File: src/ddof_pkg.sv
// ----------------------------------------------------------------------------
// ddof_pkg
// Shared types, constants and the arctangent table for the odometry and gyro
// fusion block.
// ----------------------------------------------------------------------------
package ddof_pkg;

  // Field widths.
  localparam int IN_W       = 16;
  localparam int POS_W      = 32;
  localparam int HEAD_W     = 16;
  localparam int THR_W      = 15;
  localparam int CFG_DATA_W = 16;
  localparam int CFG_IDX_W  = 2;

  // Fixed-point shifts.
  localparam int GAIN_SHIFT = 12;
  localparam int TRIG_SHIFT = 15;
  localparam int DX_SHIFT   = 27;
  localparam int DH_SHIFT   = 44;

  // CORDIC datapath.
  localparam int CORDIC_STEPS = 14;
  localparam int ITER_W       = 4;
  localparam int CORDIC_W     = 34;
  localparam int ANG_W        = 18;
  localparam int TRIG_W       = 18;
  localparam logic signed [CORDIC_W-1:0] CORDIC_X0    = 34'sd652032874;
  localparam logic signed [ANG_W-1:0]    QUARTER_TURN = 18'sd16384;
  localparam logic signed [ANG_W-1:0]    HALF_TURN    = 18'sd32768;

  // Shared multiplier and intermediate widths.
  localparam int MUL_A_W = 34;
  localparam int MUL_B_W = 32;
  localparam int PROD_W  = 64;
  localparam int GS_W    = 24;
  localparam logic signed [MUL_B_W-1:0] RAD_TO_BAM = 32'sd683565276;

  // Register reset values.
  localparam logic [CFG_DATA_W-1:0] WHEEL_RATE_GAIN_RST = 16'd21500;
  localparam logic [CFG_DATA_W-1:0] GYRO_GAIN_RST       = 16'd4588;
  localparam logic [THR_W-1:0]      AGREE_THRESHOLD_RST = 15'd82;
  localparam logic [CFG_DATA_W-1:0] FUSION_GAIN_RST     = 16'd3645;

  // Configuration register indexes.
  typedef enum logic [CFG_IDX_W-1:0] {
    REG_WHEEL_RATE_GAIN = 2'd0,
    REG_GYRO_GAIN       = 2'd1,
    REG_AGREE_THRESHOLD = 2'd2,
    REG_FUSION_GAIN     = 2'd3
  } cfg_reg_t;

  // Microprogram step addresses.
  typedef logic [4:0] step_t;
  localparam step_t STEP_LOAD        = 5'd0;
  localparam step_t STEP_MUL_GG      = 5'd1;
  localparam step_t STEP_GYRO_SCALE  = 5'd2;
  localparam step_t STEP_MUL_WG      = 5'd3;
  localparam step_t STEP_WHEEL_AVG   = 5'd4;
  localparam step_t STEP_MUL_FG      = 5'd5;
  localparam step_t STEP_TURN        = 5'd6;
  localparam step_t STEP_CORDIC      = 5'd7;
  localparam step_t STEP_TRIG        = 5'd8;
  localparam step_t STEP_MUL_FC      = 5'd9;
  localparam step_t STEP_MUL_XD      = 5'd10;
  localparam step_t STEP_X_UPD       = 5'd11;
  localparam step_t STEP_MUL_FS      = 5'd12;
  localparam step_t STEP_MUL_YD      = 5'd13;
  localparam step_t STEP_Y_UPD       = 5'd14;
  localparam step_t STEP_MUL_TD      = 5'd15;
  localparam step_t STEP_MUL_PR      = 5'd16;
  localparam step_t STEP_H_UPD       = 5'd17;
  localparam step_t STEP_EMIT        = 5'd18;

  // Datapath micro-operations.
  typedef enum logic [4:0] {
    UOP_LOAD,
    UOP_MUL_GG,
    UOP_GYRO_SCALE,
    UOP_MUL_WG,
    UOP_WHEEL_AVG,
    UOP_MUL_FG,
    UOP_TURN,
    UOP_CORDIC,
    UOP_TRIG,
    UOP_MUL_FC,
    UOP_MUL_PD,
    UOP_X_UPD,
    UOP_MUL_FS,
    UOP_Y_UPD,
    UOP_MUL_TD,
    UOP_MUL_PR,
    UOP_H_UPD,
    UOP_EMIT
  } uop_t;

  // Sequencing conditions.
  typedef enum logic [1:0] {
    COND_NEXT,
    COND_WAIT_IN,
    COND_LOOP,
    COND_WAIT_OUT
  } cond_t;

  // One control word of the microprogram.
  typedef struct packed {
    uop_t  op;
    cond_t cond;
    step_t target;
  } uword_t;

  // Sequencer to datapath.
  typedef struct packed {
    uop_t op;
    logic fire;
  } ctrl_t;

  // Datapath to sequencer.
  typedef struct packed {
    logic iter_last;
    logic out_busy;
  } status_t;

  // Arctangent of 2^-i as a binary angle.
  function automatic logic signed [ANG_W-1:0] atan_bam(input logic [ITER_W-1:0] i);
    logic signed [ANG_W-1:0] a;
    unique case (i)
      4'd0:    a = 18'sd8192;
      4'd1:    a = 18'sd4836;
      4'd2:    a = 18'sd2555;
      4'd3:    a = 18'sd1297;
      4'd4:    a = 18'sd651;
      4'd5:    a = 18'sd326;
      4'd6:    a = 18'sd163;
      4'd7:    a = 18'sd81;
      4'd8:    a = 18'sd41;
      4'd9:    a = 18'sd20;
      4'd10:   a = 18'sd10;
      4'd11:   a = 18'sd5;
      4'd12:   a = 18'sd3;
      4'd13:   a = 18'sd1;
      default: a = '0;
    endcase
    return a;
  endfunction

endpackage

File: src/ddof_seq.sv
// ----------------------------------------------------------------------------
// ddof_seq
// Microprogram sequencer: step counter, control store and jump logic.
// ----------------------------------------------------------------------------
module ddof_seq import ddof_pkg::*; (
  input  logic    clk,
  input  logic    rst,
  input  logic    in_valid,
  output logic    in_stall,
  input  status_t status,
  output ctrl_t   ctrl
);

  step_t  step;
  step_t  step_next;
  uword_t uw;

  // Control store: one word per step.
  function automatic uword_t ucode(input step_t s);
    uword_t w;
    unique case (s)
      STEP_LOAD:       w = '{op: UOP_LOAD,       cond: COND_WAIT_IN,  target: STEP_LOAD};
      STEP_MUL_GG:     w = '{op: UOP_MUL_GG,     cond: COND_NEXT,     target: STEP_LOAD};
      STEP_GYRO_SCALE: w = '{op: UOP_GYRO_SCALE, cond: COND_NEXT,     target: STEP_LOAD};
      STEP_MUL_WG:     w = '{op: UOP_MUL_WG,     cond: COND_NEXT,     target: STEP_LOAD};
      STEP_WHEEL_AVG:  w = '{op: UOP_WHEEL_AVG,  cond: COND_NEXT,     target: STEP_LOAD};
      STEP_MUL_FG:     w = '{op: UOP_MUL_FG,     cond: COND_NEXT,     target: STEP_LOAD};
      STEP_TURN:       w = '{op: UOP_TURN,       cond: COND_NEXT,     target: STEP_LOAD};
      STEP_CORDIC:     w = '{op: UOP_CORDIC,     cond: COND_LOOP,     target: STEP_CORDIC};
      STEP_TRIG:       w = '{op: UOP_TRIG,       cond: COND_NEXT,     target: STEP_LOAD};
      STEP_MUL_FC:     w = '{op: UOP_MUL_FC,     cond: COND_NEXT,     target: STEP_LOAD};
      STEP_MUL_XD:     w = '{op: UOP_MUL_PD,     cond: COND_NEXT,     target: STEP_LOAD};
      STEP_X_UPD:      w = '{op: UOP_X_UPD,      cond: COND_NEXT,     target: STEP_LOAD};
      STEP_MUL_FS:     w = '{op: UOP_MUL_FS,     cond: COND_NEXT,     target: STEP_LOAD};
      STEP_MUL_YD:     w = '{op: UOP_MUL_PD,     cond: COND_NEXT,     target: STEP_LOAD};
      STEP_Y_UPD:      w = '{op: UOP_Y_UPD,      cond: COND_NEXT,     target: STEP_LOAD};
      STEP_MUL_TD:     w = '{op: UOP_MUL_TD,     cond: COND_NEXT,     target: STEP_LOAD};
      STEP_MUL_PR:     w = '{op: UOP_MUL_PR,     cond: COND_NEXT,     target: STEP_LOAD};
      STEP_H_UPD:      w = '{op: UOP_H_UPD,      cond: COND_NEXT,     target: STEP_LOAD};
      STEP_EMIT:       w = '{op: UOP_EMIT,       cond: COND_WAIT_OUT, target: STEP_LOAD};
      default:         w = '{op: UOP_EMIT,       cond: COND_WAIT_OUT, target: STEP_LOAD};
    endcase
    return w;
  endfunction

  // Step counter.
  always_ff @(posedge clk) begin
    if (rst) begin
      step <= STEP_LOAD;
    end else begin
      step <= step_next;
    end
  end

  // Decode the current word and pick the next step.
  always_comb begin
    uw        = ucode(step);
    ctrl.op   = uw.op;
    ctrl.fire = 1'b1;
    step_next = step_t'(step + 1'b1);
    unique case (uw.cond)
      COND_NEXT: begin
        step_next = step_t'(step + 1'b1);
      end
      COND_WAIT_IN: begin
        ctrl.fire = in_valid;
        step_next = in_valid ? step_t'(step + 1'b1) : step;
      end
      COND_LOOP: begin
        step_next = status.iter_last ? step_t'(step + 1'b1) : uw.target;
      end
      COND_WAIT_OUT: begin
        ctrl.fire = !status.out_busy;
        step_next = status.out_busy ? step : uw.target;
      end
      default: begin
        step_next = STEP_LOAD;
      end
    endcase
  end

  // Requests are taken only at the load step.
  assign in_stall = (uw.cond != COND_WAIT_IN);

  // The step counter stays inside the program.
  assert property (@(posedge clk) disable iff (rst) step <= STEP_EMIT)
    else $error("step counter left the program");

  // An accepted request starts the computation at the next step.
  assert property (@(posedge clk) disable iff (rst)
    in_valid && !in_stall |=> step == STEP_MUL_GG)
    else $error("accepted request did not start the program");

  // A blocked output holds the sequencer at the emit step.
  assert property (@(posedge clk) disable iff (rst)
    step == STEP_EMIT && status.out_busy |=> step == STEP_EMIT)
    else $error("emit step left while output was busy");

endmodule

File: config.mk
export PLATFORM = sky130hd
export DESIGN_NAME = ddof_seq
export DESIGN_NICKNAME = d
export VERILOG_FILES = /design/src/ddof_pkg.sv /design/src/ddof_seq.sv
export SDC_FILE = /design/constraint.sdc
export NUM_CORES = 1
export LEC_CHECK = 0
export CORE_MARGIN = 4
export CORE_UTILIZATION = 45
export DETAILED_ROUTE_END_ITERATION = 16
export DONT_BUFFER_PORTS = 1
export SETUP_SLACK_MARGIN = 0.5
export SYNTH_ARGS = -nofsm -noshare
export SYNTH_HDL_FRONTEND = slang
export SYNTH_SLANG_ARGS = --single-unit
File: constraint.sdc
create_clock -name clk -period 6.04 [get_ports clk]
set_input_delay 0.604 -clock clk [delete_from_list [all_inputs] [get_ports clk]]
set_output_delay 0.604 -clock clk [all_outputs]
set_load 0.1 [all_outputs]
==> flow_summary.json <==
{
  "status": "completed",
  "avgSynthCellArea_um2": 8.906,
  "cts_tree": "built",
  "path_max_fanout": 11,
  "drcViolationCount": 0,
  "cts_buffers": 3,
  "yosysSeqAreaShare_pct": 31.42,
  "leakage_nw": 0.2973,
  "postCtsSetupRepairBufs": 0,
  "die_h_um": 50.90,
  "grt_remaining_overflow": 0,
  "fp.dieW_um": 50.90,
  "start_util_pct": 47.97,
  "critPathKind": "flip-flop to flip-flop",
  "clk_latency_ns": 0.27,
  "holdWs_ns": 0.3867,
  "multiInputGateArea_um2": 498.0,
  "dieArea_um2": 2591,
  "final_cell_mix": "dfxtp_1, and3_1, and2_1, a21oi_1, nor2_1",
  "syn-num-nets": 99,
  "finalMaxSlewViolations": 0,
  "wire_per_inst_um": 15.50,
  "synth-seq-cells": 13,
  "grt_pass1_wl_um": 2884,
  "htree_levels": 1,
  "root_buffer": "clkbuf_4",
  "fmaxAchievable_mhz": 382.0,
  "regArea_um2": 260.3,
  "grt_usage_pct": 14.84,
  "via_per_inst": 6.186,
  "cp_slowest_cell": "or4b_1",
  "hold_buffers": 0,
  "core_um2": 1727,
  "combPwrFrac_pct": 40.1,
  "clock_skew_ns": 0.001590,
  "slowest_delay_ns": 0.57,
  "drive_gt1_share_pct": 15.91,
  "crit_chain": "and2_1 -> o21a_1 -> inv_2 -> o21ai_2 -> a21oi_1 -> or4b_1 -> a22oi_2",
  "synth.cell_area_um2": 828.3,
  "nFillCells": 173,
  "cts.sinks": 13,
  "cp-end-kind": "flip-flop",
  "cts_buffer_depth": 2,
  "peakVddDrop_v": 0.0002049,
  "antenna_found_initial": 0,
  "rrSetupSlack_ns": 3.42,
  "io_buffers": 0,
  "drtAntennaViolNets": 0,
  "synth-warning-count": 0,
  "cts_resized": 0,
  "grt_max_degree": 12,
  "grt_pass1_vias": 592,
  "globalplace.congestion": 0.8022,
  "setup_violations": 0,
  "nets": 95,
  "p_clk_share_pct": 15.4,
  "mostFrequentLayoutCell": "dfxtp_1",
  "layout_min_cycle_time_ns": 2.618,
  "fin_crit_sh_pct": 43.34,
  "synthArstFlopShare_pct": 0,
  "power.internal_w": 0.0001677,
  "netlist_instances": 93,
  "synth_edf_count": 0,
  "area_growth_syn_to_layout_pct": -0.1510,
  "dr.first_iter.drc_count": 32,
  "post-dp-hpwl_um": 1325,
  "maxSlewHeadroom_pct": 32.83,
  "p_per_area_nw_per_um2": 415.5,
  "power_switching_w": 0.0001759,
  "crit_arrival_ns": 2.82,
  "worstMarginPinSlew_ns": 1.012,
  "clkTransAtPathRegs_ns": 0.08,
  "pin_count": 12,
  "crit_required_ns": 6.24,
  "seqPwrFrac_pct": 44.5,
  "row_count": 15,
  "wirelength_um": 1751,
  "p_sw_share_pct": 51.19,
  "ys_types": 46,
  "hp-class": "primary input to flip-flop",
  "start_kind": "flip-flop",
  "setup_tns_ns": 0,
  "yosys_most_used_dff": "dfxtp_1",
  "hold_viol_final": 0,
  "rsz0062_at_grt": "false",
  "route.vias.total": 699,
  "first_pass_iters": 4,
  "drv_cap": 0,
  "diodes": 0
}
path summary, 6_finish.rpt:
kind	from	end	cells past startpoint
max	uw[6]	uw[9]	7
min	rst	uw[6]	1
max reg2reg	uw[6]	uw[9]	7
min reg2reg	step[4]	step[4]	2
area by class of cell:
type / instances / area share [%]
multi-input cells: 68 / 60.21
well taps: 25 / 3.782
inverters: 3 / 1.362
flip-flops and latches: 13 / 31.47
clock buffers: 4 / 3.177
routing by layer:
layer / share of wire (%) / up-vias / global-route usage [%]
met5: 0 / - / 0
met4: 1.1 / 0 / 5.381
met3: 7.8 / 2 / 3.790
met2: 44 / 31 / 21.03
met1: 47 / 321 / 21.28
li1: - / 345 / -
through the flow:
stage	instance area [µm²]	cells	utilization, %	setup WS, ns	power (W)
after floorplan	828.3	93	-	3.507	0.0002802
after global placement	800.8	109	46.38	3.357	0.0002915
after detailed placement	800.8	109	46.38	3.322	0.0002905
after CTS	827.0	113	47.90	3.418	0.0003464
after global routing	827.0	113	47.90	3.153	0.0003636
final	827.0	113	47.90	3.422	0.0003436
sequential cells by signal, indices dropped and copies added (netlist names):
register and cells:
step 5, uw 8
cell usage after synthesis, types with 2 or more instances:
library cell  number  area (µm²)
dfxtp_1           13       260.3
buf_4              6       45.04
and3_1             5       31.28
a21oi_1            4       20.02
and2_1             4       25.02
nor2_1             4       15.01
nand2_1            3       11.26
nand3_1            3       15.01
a211oi_1           2       15.01
a21boi_0           2       15.01
a21o_1             2       15.01
a22o_1             2       17.52
buf_2              2       10.01
inv_1              2       7.510
nand2b_1           2       12.51
nand3b_1           2       15.01
nor3_1             2       10.01
nor4_1             2       12.51
o21a_1             2       15.01
o21ai_1            2       10.01
o21ai_2            2       17.52
power groups by stage:
stage | clock network (W) | logic (W) | registers (W)
after floorplan | 0 | 0.000172 | 0.000108
after global placement | 0 | 0.000136 | 0.000155
after detailed placement | 0 | 0.000135 | 0.000155
after CTS | 0.0000565 | 0.000137 | 0.000153
after global routing | 0.0000604 | 0.000148 | 0.000155
final | 0.0000528 | 0.000138 | 0.000153
worst max-delay path: cells and delay by family, from the launching register on:
family                 cells  cell delay [ns]
AO/OA/AOI/OAI              4             0.92
buffers and inverters      1             0.33
flip-flops                 1             0.52
AND/OR/NAND/NOR            2             0.77
cell families after synthesis:
kind of cell / after synthesis / share of synthesized area, %
AOI/OAI and AO/OA: 34 / 33.39
adders and majority gates: 1 / 1.510
buffers and inverters: 12 / 8.458
DFF: 13 / 31.42
and+or+nand+nor: 33 / 25.22
Note: power is estimated with default switching activity, not from simulation.
