### src/ddof_pkg.sv
// ----------------------------------------------------------------------------
// ddof_pkg
// Shared types, constants and the arctangent table for the odometry and gyro
// fusion block.
// ----------------------------------------------------------------------------
package ddof_pkg;

  // Field widths.
  localparam int IN_W       = 16;
  localparam int POS_W      = 32;
  localparam int HEAD_W     = 16;
  localparam int THR_W      = 15;
  localparam int CFG_DATA_W = 16;
  localparam int CFG_IDX_W  = 2;

  // Fixed-point shifts.
  localparam int GAIN_SHIFT = 12;
  localparam int TRIG_SHIFT = 15;
  localparam int DX_SHIFT   = 27;
  localparam int DH_SHIFT   = 44;

  // CORDIC datapath.
  localparam int CORDIC_STEPS = 14;
  localparam int ITER_W       = 4;
  localparam int CORDIC_W     = 34;
  localparam int ANG_W        = 18;
  localparam int TRIG_W       = 18;
  localparam logic signed [CORDIC_W-1:0] CORDIC_X0    = 34'sd652032874;
  localparam logic signed [ANG_W-1:0]    QUARTER_TURN = 18'sd16384;
  localparam logic signed [ANG_W-1:0]    HALF_TURN    = 18'sd32768;

  // Shared multiplier and intermediate widths.
  localparam int MUL_A_W = 34;
  localparam int MUL_B_W = 32;
  localparam int PROD_W  = 64;
  localparam int GS_W    = 24;
  localparam logic signed [MUL_B_W-1:0] RAD_TO_BAM = 32'sd683565276;

  // Register reset values.
  localparam logic [CFG_DATA_W-1:0] WHEEL_RATE_GAIN_RST = 16'd21500;
  localparam logic [CFG_DATA_W-1:0] GYRO_GAIN_RST       = 16'd4588;
  localparam logic [THR_W-1:0]      AGREE_THRESHOLD_RST = 15'd82;
  localparam logic [CFG_DATA_W-1:0] FUSION_GAIN_RST     = 16'd3645;

  // Configuration register indexes.
  typedef enum logic [CFG_IDX_W-1:0] {
    REG_WHEEL_RATE_GAIN = 2'd0,
    REG_GYRO_GAIN       = 2'd1,
    REG_AGREE_THRESHOLD = 2'd2,
    REG_FUSION_GAIN     = 2'd3
  } cfg_reg_t;

  // Microprogram step addresses.
  typedef logic [4:0] step_t;
  localparam step_t STEP_LOAD        = 5'd0;
  localparam step_t STEP_MUL_GG      = 5'd1;
  localparam step_t STEP_GYRO_SCALE  = 5'd2;
  localparam step_t STEP_MUL_WG      = 5'd3;
  localparam step_t STEP_WHEEL_AVG   = 5'd4;
  localparam step_t STEP_MUL_FG      = 5'd5;
  localparam step_t STEP_TURN        = 5'd6;
  localparam step_t STEP_CORDIC      = 5'd7;
  localparam step_t STEP_TRIG        = 5'd8;
  localparam step_t STEP_MUL_FC      = 5'd9;
  localparam step_t STEP_MUL_XD      = 5'd10;
  localparam step_t STEP_X_UPD       = 5'd11;
  localparam step_t STEP_MUL_FS      = 5'd12;
  localparam step_t STEP_MUL_YD      = 5'd13;
  localparam step_t STEP_Y_UPD       = 5'd14;
  localparam step_t STEP_MUL_TD      = 5'd15;
  localparam step_t STEP_MUL_PR      = 5'd16;
  localparam step_t STEP_H_UPD       = 5'd17;
  localparam step_t STEP_EMIT        = 5'd18;

  // Datapath micro-operations.
  typedef enum logic [4:0] {
    UOP_LOAD,
    UOP_MUL_GG,
    UOP_GYRO_SCALE,
    UOP_MUL_WG,
    UOP_WHEEL_AVG,
    UOP_MUL_FG,
    UOP_TURN,
    UOP_CORDIC,
    UOP_TRIG,
    UOP_MUL_FC,
    UOP_MUL_PD,
    UOP_X_UPD,
    UOP_MUL_FS,
    UOP_Y_UPD,
    UOP_MUL_TD,
    UOP_MUL_PR,
    UOP_H_UPD,
    UOP_EMIT
  } uop_t;

  // Sequencing conditions.
  typedef enum logic [1:0] {
    COND_NEXT,
    COND_WAIT_IN,
    COND_LOOP,
    COND_WAIT_OUT
  } cond_t;

  // One control word of the microprogram.
  typedef struct packed {
    uop_t  op;
    cond_t cond;
    step_t target;
  } uword_t;

  // Sequencer to datapath.
  typedef struct packed {
    uop_t op;
    logic fire;
  } ctrl_t;

  // Datapath to sequencer.
  typedef struct packed {
    logic iter_last;
    logic out_busy;
  } status_t;

  // Arctangent of 2^-i as a binary angle.
  function automatic logic signed [ANG_W-1:0] atan_bam(input logic [ITER_W-1:0] i);
    logic signed [ANG_W-1:0] a;
    unique case (i)
      4'd0:    a = 18'sd8192;
      4'd1:    a = 18'sd4836;
      4'd2:    a = 18'sd2555;
      4'd3:    a = 18'sd1297;
      4'd4:    a = 18'sd651;
      4'd5:    a = 18'sd326;
      4'd6:    a = 18'sd163;
      4'd7:    a = 18'sd81;
      4'd8:    a = 18'sd41;
      4'd9:    a = 18'sd20;
      4'd10:   a = 18'sd10;
      4'd11:   a = 18'sd5;
      4'd12:   a = 18'sd3;
      4'd13:   a = 18'sd1;
      default: a = '0;
    endcase
    return a;
  endfunction

endpackage

### src/ddof_dp.sv
// ----------------------------------------------------------------------------
// ddof_dp
// Datapath: configuration registers, shared multiplier, CORDIC rotator,
// pose accumulators and the output register.
// ----------------------------------------------------------------------------
module ddof_dp import ddof_pkg::*; (
  input  logic                         clk,
  input  logic                         rst,
  input  logic                         cfg_write,
  input  logic [CFG_IDX_W-1:0]         cfg_index,
  input  logic [CFG_DATA_W-1:0]        cfg_data,
  input  logic signed [IN_W-1:0]       left_speed,
  input  logic signed [IN_W-1:0]       right_speed,
  input  logic signed [IN_W-1:0]       gyro_rate,
  input  logic [IN_W-1:0]              time_step,
  input  ctrl_t                        ctrl,
  output status_t                      status,
  input  logic                         out_stall,
  output logic                         out_valid,
  output logic signed [POS_W-1:0]      pos_x,
  output logic signed [POS_W-1:0]      pos_y,
  output logic [HEAD_W-1:0]            heading,
  output logic signed [IN_W-1:0]       forward_speed,
  output logic signed [IN_W-1:0]       turn_rate
);

  localparam int WSUM_W = GS_W + 1;
  localparam int XSUM_W = POS_W + 2;

  // Configuration registers.
  logic [CFG_DATA_W-1:0] wheel_rate_gain;
  logic [CFG_DATA_W-1:0] gyro_gain;
  logic [THR_W-1:0]      agree_threshold;
  logic [CFG_DATA_W-1:0] fusion_gain;

  // Working registers.
  logic signed [IN_W-1:0]     gyro;
  logic signed [IN_W:0]       diff;
  logic signed [IN_W-1:0]     fwd;
  logic [IN_W-1:0]            dt;
  logic                       agree;
  logic signed [ANG_W-1:0]    z;
  logic                       flip;
  logic signed [CORDIC_W-1:0] cx;
  logic signed [CORDIC_W-1:0] cy;
  logic [ITER_W-1:0]          iter;
  logic signed [GS_W-1:0]     gs;
  logic signed [GS_W-1:0]     wavg;
  logic signed [IN_W-1:0]     turn;
  logic signed [TRIG_W-1:0]   cosv;
  logic signed [TRIG_W-1:0]   sinv;
  logic signed [PROD_W-1:0]   prod;

  // Pose state.
  logic signed [POS_W-1:0] x_acc;
  logic signed [POS_W-1:0] y_acc;
  logic [HEAD_W-1:0]       yaw_acc;

  // Combinational values.
  logic signed [IN_W:0]               sum_lr;
  logic signed [IN_W:0]               diff_in;
  logic [IN_W:0]                      adiff_in;
  logic signed [ANG_W-1:0]            z_raw;
  logic signed [ANG_W-1:0]            z_in;
  logic                               flip_in;
  logic signed [CORDIC_W-1:0]         xs;
  logic signed [CORDIC_W-1:0]         ys;
  logic signed [CORDIC_W-1:0]         xf;
  logic signed [CORDIC_W-1:0]         yf;
  logic signed [PROD_W-1:0]           prod_sh;
  logic signed [WSUM_W-1:0]           wsum;
  logic signed [XSUM_W-1:0]           xsum;
  logic signed [XSUM_W-1:0]           ysum;
  logic signed [MUL_A_W-1:0]          mul_a;
  logic signed [MUL_B_W-1:0]          mul_b;
  logic signed [MUL_A_W+MUL_B_W-1:0]  prod_full;

  // Saturate to the 16-bit signed range.
  function automatic logic signed [IN_W-1:0] sat16(input logic signed [PROD_W-1:0] v);
    logic signed [IN_W-1:0] r;
    if (v > PROD_W'(32767)) begin
      r = 16'sh7fff;
    end else if (v < -PROD_W'(32768)) begin
      r = 16'sh8000;
    end else begin
      r = v[IN_W-1:0];
    end
    return r;
  endfunction

  // Saturate a grown position sum to the 32-bit signed range.
  function automatic logic signed [POS_W-1:0] sat32(input logic signed [XSUM_W-1:0] v);
    logic signed [POS_W-1:0] r;
    if (v > XSUM_W'(64'sh7fff_ffff)) begin
      r = 32'sh7fff_ffff;
    end else if (v < XSUM_W'(-64'sh8000_0000)) begin
      r = 32'sh8000_0000;
    end else begin
      r = v[POS_W-1:0];
    end
    return r;
  endfunction

  // Input decode, heading fold and the per-step arithmetic.
  always_comb begin
    sum_lr   = IN_W'(0) + $signed({left_speed[IN_W-1], left_speed})
             + $signed({right_speed[IN_W-1], right_speed});
    diff_in  = $signed({left_speed[IN_W-1], left_speed})
             - $signed({right_speed[IN_W-1], right_speed});
    adiff_in = diff_in[IN_W] ? (IN_W+1)'(-diff_in) : diff_in;

    // Fold the heading into plus or minus a quarter turn.
    z_raw   = ANG_W'($signed(yaw_acc));
    z_in    = z_raw;
    flip_in = 1'b0;
    if (z_raw > QUARTER_TURN) begin
      z_in    = z_raw - HALF_TURN;
      flip_in = 1'b1;
    end else if (z_raw < -QUARTER_TURN) begin
      z_in    = z_raw + HALF_TURN;
      flip_in = 1'b1;
    end

    xs = cx >>> iter;
    ys = cy >>> iter;
    xf = flip ? -cx : cx;
    yf = flip ? -cy : cy;

    prod_sh = prod >>> GAIN_SHIFT;
    wsum    = WSUM_W'(prod_sh) + WSUM_W'(gs);
    xsum    = XSUM_W'(x_acc) + XSUM_W'(prod >>> DX_SHIFT);
    ysum    = XSUM_W'(y_acc) + XSUM_W'(prod >>> DX_SHIFT);
  end

  // Operand selection for the shared multiplier.
  always_comb begin
    unique case (ctrl.op)
      UOP_MUL_GG: begin
        mul_a = MUL_A_W'(gyro);
        mul_b = MUL_B_W'($signed({1'b0, gyro_gain}));
      end
      UOP_MUL_WG: begin
        mul_a = MUL_A_W'(diff);
        mul_b = MUL_B_W'($signed({1'b0, wheel_rate_gain}));
      end
      UOP_MUL_FG: begin
        mul_a = MUL_A_W'(wavg);
        mul_b = MUL_B_W'($signed({1'b0, fusion_gain}));
      end
      UOP_MUL_FC: begin
        mul_a = MUL_A_W'(fwd);
        mul_b = MUL_B_W'(cosv);
      end
      UOP_MUL_FS: begin
        mul_a = MUL_A_W'(fwd);
        mul_b = MUL_B_W'(sinv);
      end
      UOP_MUL_PD: begin
        mul_a = prod[MUL_A_W-1:0];
        mul_b = MUL_B_W'($signed({1'b0, dt}));
      end
      UOP_MUL_TD: begin
        mul_a = MUL_A_W'(turn);
        mul_b = MUL_B_W'($signed({1'b0, dt}));
      end
      UOP_MUL_PR: begin
        mul_a = prod[MUL_A_W-1:0];
        mul_b = RAD_TO_BAM;
      end
      default: begin
        mul_a = '0;
        mul_b = '0;
      end
    endcase
    prod_full = mul_a * mul_b;
  end

  // Configuration writes.
  always_ff @(posedge clk) begin
    if (rst) begin
      wheel_rate_gain <= WHEEL_RATE_GAIN_RST;
      gyro_gain       <= GYRO_GAIN_RST;
      agree_threshold <= AGREE_THRESHOLD_RST;
      fusion_gain     <= FUSION_GAIN_RST;
    end else if (cfg_write) begin
      unique case (cfg_reg_t'(cfg_index))
        REG_WHEEL_RATE_GAIN: wheel_rate_gain <= cfg_data;
        REG_GYRO_GAIN:       gyro_gain       <= cfg_data;
        REG_AGREE_THRESHOLD: agree_threshold <= cfg_data[THR_W-1:0];
        REG_FUSION_GAIN:     fusion_gain     <= cfg_data;
        default:             fusion_gain     <= fusion_gain;
      endcase
    end
  end

  // Pose state and output valid.
  always_ff @(posedge clk) begin
    if (rst) begin
      x_acc     <= '0;
      y_acc     <= '0;
      yaw_acc   <= '0;
      out_valid <= 1'b0;
    end else begin
      if (ctrl.fire && ctrl.op == UOP_X_UPD) begin
        x_acc <= sat32(xsum);
      end
      if (ctrl.fire && ctrl.op == UOP_Y_UPD) begin
        y_acc <= sat32(ysum);
      end
      if (ctrl.fire && ctrl.op == UOP_H_UPD) begin
        yaw_acc <= yaw_acc + prod[DH_SHIFT +: HEAD_W];
      end
      if (ctrl.fire && ctrl.op == UOP_EMIT) begin
        out_valid <= 1'b1;
      end else if (!out_stall) begin
        out_valid <= 1'b0;
      end
    end
  end

  // Working registers, one micro-operation per step.
  always_ff @(posedge clk) begin
    if (ctrl.fire) begin
      unique case (ctrl.op)
        UOP_LOAD: begin
          gyro  <= gyro_rate;
          diff  <= diff_in;
          fwd   <= sum_lr[IN_W:1];
          dt    <= time_step;
          agree <= (adiff_in < (IN_W+1)'(agree_threshold));
          z     <= z_in;
          flip  <= flip_in;
          cx    <= CORDIC_X0;
          cy    <= '0;
          iter  <= '0;
        end
        UOP_MUL_GG, UOP_MUL_WG, UOP_MUL_FG, UOP_MUL_FC, UOP_MUL_FS,
        UOP_MUL_PD, UOP_MUL_TD, UOP_MUL_PR: begin
          prod <= prod_full[PROD_W-1:0];
        end
        UOP_GYRO_SCALE: begin
          gs <= GS_W'(prod_sh);
        end
        UOP_WHEEL_AVG: begin
          wavg <= GS_W'(wsum >>> 1);
        end
        UOP_TURN: begin
          turn <= agree ? sat16(PROD_W'(gs)) : sat16(prod_sh);
        end
        UOP_CORDIC: begin
          if (!z[ANG_W-1]) begin
            cx <= cx - ys;
            cy <= cy + xs;
            z  <= z - atan_bam(iter);
          end else begin
            cx <= cx + ys;
            cy <= cy - xs;
            z  <= z + atan_bam(iter);
          end
          iter <= iter + 1'b1;
        end
        UOP_TRIG: begin
          cosv <= xf[TRIG_SHIFT +: TRIG_W];
          sinv <= yf[TRIG_SHIFT +: TRIG_W];
        end
        UOP_EMIT: begin
          pos_x         <= x_acc;
          pos_y         <= y_acc;
          heading       <= yaw_acc;
          forward_speed <= fwd;
          turn_rate     <= turn;
        end
        default: begin
          iter <= iter;
        end
      endcase
    end
  end

  assign status.iter_last = (iter == ITER_W'(CORDIC_STEPS - 1));
  assign status.out_busy  = out_valid && out_stall;

  // An emitted pose is presented on the next cycle.
  assert property (@(posedge clk) disable iff (rst)
    ctrl.fire && ctrl.op == UOP_EMIT |=> out_valid)
    else $error("emitted pose not presented");

  // Each load restarts the CORDIC iteration count.
  assert property (@(posedge clk) disable iff (rst)
    ctrl.fire && ctrl.op == UOP_LOAD |=> iter == '0)
    else $error("CORDIC count not cleared on load");

  // The heading moves only at the heading update step.
  assert property (@(posedge clk) disable iff (rst)
    !(ctrl.fire && ctrl.op == UOP_H_UPD) |=> $stable(yaw_acc))
    else $error("heading changed outside its update step");

endmodule

### config.mk
export PLATFORM = sky130hd
export DESIGN_NAME = ddof_dp
export DESIGN_NICKNAME = d
export VERILOG_FILES = /design/src/ddof_pkg.sv /design/src/ddof_dp.sv
export SDC_FILE = /design/constraint.sdc
export NUM_CORES = 2
export LEC_CHECK = 0
export BUFFER_PORTS_ARGS = -buffer_cell sky130_fd_sc_hd__buf_2
export CORE_UTILIZATION = 45
export CTS_BUF_LIST = sky130_fd_sc_hd__clkbuf_2 sky130_fd_sc_hd__clkbuf_4 sky130_fd_sc_hd__clkbuf_8
export DETAILED_ROUTE_END_ITERATION = 6
export PLACE_DENSITY_LB_ADDON = 0.1
export REMOVE_ABC_BUFFERS = 1
export SKIP_CTS_REPAIR_TIMING = 1
export SLEW_MARGIN = 25
export SYNTH_ARGS = -nofsm -noshare
export SYNTH_HDL_FRONTEND = slang
export SYNTH_SLANG_ARGS = --single-unit
### constraint.sdc
create_clock -name clk -period 17.3 [get_ports clk]
set_clock_uncertainty 0.1 [all_clocks]
set_input_delay 2.595 -clock clk [delete_from_list [all_inputs] [get_ports clk]]
set_output_delay 2.595 -clock clk [all_outputs]
set_load 0.01 [all_outputs]
==> flow_summary_export.csv <==
group,metric,value,unit
outcome,status,"finished with violations",
outcome,failed_checks,"design-rule violations",
yosys,yosys_most_used_dff,"edfxtp_1",
setup_path,critPathKind,"input port to flop",
setup_path,cp.required,17.74,ns
timing,rsz0062_at_grt,"no",
yosys,synth_top_cell_area_share,30.0,%
timing,max_freq,74.4,MHz
cells_and_area,final_cells,9869,
yosys,synth_common_cells,"inv_1 (1315), fa_1 (1090), nand2_1 (771), nor2_1 (661), ha_1 (454)",
yosys,avgSynthCellArea,9.73,sq um
pwr,p_seq_share,36.5,%
detailed_routing,dr.pass1.iters,7,
clocking,cts_buffers,104,
timing,tns,0,ns
timing,max-slew-margin-rel,29.5,%
place,dpl.cell_count,9668,
detailed_routing,drtIter0Drc,4196,
setup_path,regToRegEndpoint,"prod[60]",
timing,slew_viol_final,0,
setup_path,timing.rr.start,"fwd[15]",
die,die_area,0.163,sq mm
timing,min_period,13.44,ns
global_route,grt_overflow_total,0,
setup_path,critical_path_buf_inv_count,8,
run,drv_cap,0,
yosys,yosys_warnings,0,
setup_path,crit_path_frequent_cell,"fa_1",
place,hpwl,178,mm
setup_path,reg2reg_slack,6.31,ns
clocking,clock-sinks,591,
detailed_routing,via_per_inst,5.52,
place,gpl.final_weighted_congestion,0.912,
pwr,power_density,56.0,mW/mm^2
hold_path,whs_path_depth,0,
timing,setup_violations,0,
cells_and_area,final_util,49.2,%
global_route,grt_max_degree,83,
pwr,power,4430,uW
clocking,cts_tree,"done",
clocking,clk_latency,0.84,ns
die,die_y,404,um
setup_path,cpPeakStageDelay,0.76,ns
yosys,synth.yosys.seq_area_share,22.2,%
clocking,clk_path_buf_depth,3,
detailed_routing,routed_wirelength,221,mm
global_route,grt_first_pass_wirelength,344,mm
global_route,grt_pass1_vias,55600,
die,rows,147,
pwr,p_int,2920,uW
die,io_pins,207,
hold_path,hp-class,"flop to flop",
cells_and_area,nNetsFinal,9251,
pwr,p_leak,0.0368,uW
die,core,0.161,sq mm
yosys,yosysMostFrequentCell,"inv_1",
place,port_buffers,206,
setup_path,slowest_stage,"and2_1",
hold_path,min_from,"y_acc[2]",
pwr,p_clk_share,35.1,%
clocking,clkTransAtPathRegs,0.06,ns
yosys,async_reset_ff_share,0,%
yosys,synth.area.top_cells,"fa_1 (30%), edfxtp_1 (18%), ha_1 (7.8%)",
cells_and_area,syn_to_final_growth,8.44,%
yosys,synth_cell_types,88,
timing,hold_violations,0,
setup_path,cp.arrival,13.89,ns
pwr,switchingPower,1500,uW
global_route,grtUsageTotal,27.7,%
setup_path,cp_top_family,"adder cells",
clocking,clockRootBuffer,"clkbuf_8",
timing,finalCritPeriodShare,77.7,%
die,die_w,404,um
detailed_routing,drc,2,
yosys,ys_seq_elements,591,
die,initial_core_util,45.4,%
detailed_routing,antenna_left,0,
clocking,cts_max_level,3,
global_route,antenna_found_initial,8,
setup_path,endpoint_kind,"flop",
detailed_routing,vias,54500,
yosys,syn_area,0.0728,sq mm
yosys,synth_edf_count,433,
hold_path,min_to,"pos_y[2]",
pwr,swShare,34.0,%
pwr,combPwrFrac,28.4,%
yosys,syn_inst,7483,
setup_path,cp-start-kind,"input port",
setup_path,r2r_cells,31,
pwr,ir_drop,0.0594,mV
setup_path,cp_max_fo,22,
yosys,synth_top_area_cell,"fa_1",
cells_and_area,drive_gt1_share,9.26,%
cells_and_area,fill_cells,15100,
timing,worst_pin_slew,1.06,ns
detailed_routing,wire_per_inst,22.4,um
-- registers in the layout, indices dropped and copies added, names as in the netlist, 18 cells and up, named ones only --
| signal | flops |
|---|---|
| z | 18 |
| prod | 64 |
| y_acc | 32 |
| pos_y | 32 |
| cosv | 18 |
| cy | 34 |
| pos_x | 32 |
| sinv | 18 |
| wavg | 24 |
| cx | 34 |
| x_acc | 32 |
| gs | 24 |
-- worst register-to-register path: cells and delay by family, from the launching register on --
| family | cells | cell delay (ns) |
|---|---|---|
| adders and majority gates | 9 | 4.53 |
| DFF | 1 | 0.41 |
| and+or+nand+nor | 4 | 1.30 |
| AOI/OAI and AO/OA | 10 | 3.53 |
| buffers and inverters | 7 | 0.65 |
| xor gates and xnor gates | 1 | 0.15 |
-- cells in the final DEF (no fill, tap or decap), types with 34 or more instances in the layout --
master / Yosys / final
mux4_2: 76 / 76
a31oi_1: 46 / 46
buf_4: 6 / 99
inv_1: 1315 / 1314
or2_2: 34 / 34
nor2_1: 661 / 655
dfxtp_1: 158 / 158
a22oi_1: 41 / 40
nand3_1: 83 / 83
buf_2: 13 / 205
or3_1: 38 / 37
a211oi_1: 89 / 86
nand2_1: 771 / 770
clkbuf_8: 2 / 118
edfxtp_1: 433 / 433
a21o_1: 128 / 128
xnor2_1: 257 / 257
mux2i_1: 48 / 47
xor2_1: 121 / 121
nor2b_1: 48 / 48
mux2_2: 34 / 34
ha_1: 454 / 454
a21oi_1: 333 / 333
o21a_1: 41 / 41
o21bai_1: 47 / 47
fa_1: 1090 / 1090
nand2b_1: 40 / 40
o21ai_0: 189 / 189
and3_1: 48 / 48
and2_1: 54 / 54
nand4_1: 40 / 40
nor3_1: 71 / 60
-- through the flow --
stage,worst slack (ns),hold WS (ns),instance area [sq um]
3_3_place_gp,3.33,0.331,76500
3_5_place_dp,3.19,0.336,76500
4_1_cts,4.03,0.343,79000
5_1_grt,3.21,0.358,79000
6_report,3.86,0.345,79000
2_1_floorplan,3.15,0.325,71700
-- worst max path at each step --
stage | slack [ns] | startpoint | endpoint | depth (start not counted)
after floorplan | 3.15 | ctrl[2] | prod[61] | 33
after global placement | 3.33 | ctrl[2] | prod[61] | 35
after detailed placement | 3.19 | ctrl[2] | prod[60] | 34
after CTS | 4.03 | ctrl[2] | prod[60] | 34
after global routing | 3.21 | ctrl[2] | prod[60] | 34
final | 3.86 | ctrl[2] | prod[60] | 34
-- layer usage --
metal | part of all wire, % | global-route usage, % | wire length, um | vias up
li1 | - | - | - | 24900
met1 | 45 | 39.6 | 100000 | 27800
met2 | 46 | 44.4 | 103000 | 1584
met3 | 6.0 | 3.91 | 13300 | 240
met4 | 2.3 | 6.41 | 5080 | 2
met5 | 0.0050 | 0 | 11 | -
-- power groups by stage --
stage	combinational, uW	sequential [uW]	clock, uW
6_report	1260	1610	1550
5_1_grt	1410	1620	1650
4_1_cts	1260	1610	1590
3_5_place_dp	1240	1640	0
3_3_place_gp	1240	1640	0
2_1_floorplan	853	1620	0
-- cells by family (layout without fill, tap and decap cells) --
kind of cell	after synthesis	in the layout	share of synthesized area (%)
other	0	2	0
XOR/XNOR	378	378	4.54
AND/OR/NAND/NOR	2001	2001	12.2
adder cells (fa/ha/maj)	1544	1544	37.8
multiplexers	170	170	3.97
flip-flops	591	591	22.2
buffers and inverters	1597	1821	8.34
AO/OA/AOI/OAI	1202	1202	11.0
-- layout make-up --
class	count	area, sq um	area share, %
antenna	2	5.00	0.00634
tap	2160	2700	3.42
multi-input combinational	5295	50900	64.4
inverter	1317	4940	6.26
clock inverter	47	624	0.790
timing repair buffer	306	1820	2.30
clock buffer	151	1870	2.37
sequential	591	16200	20.5
Power figures use the tool's default switching activity.
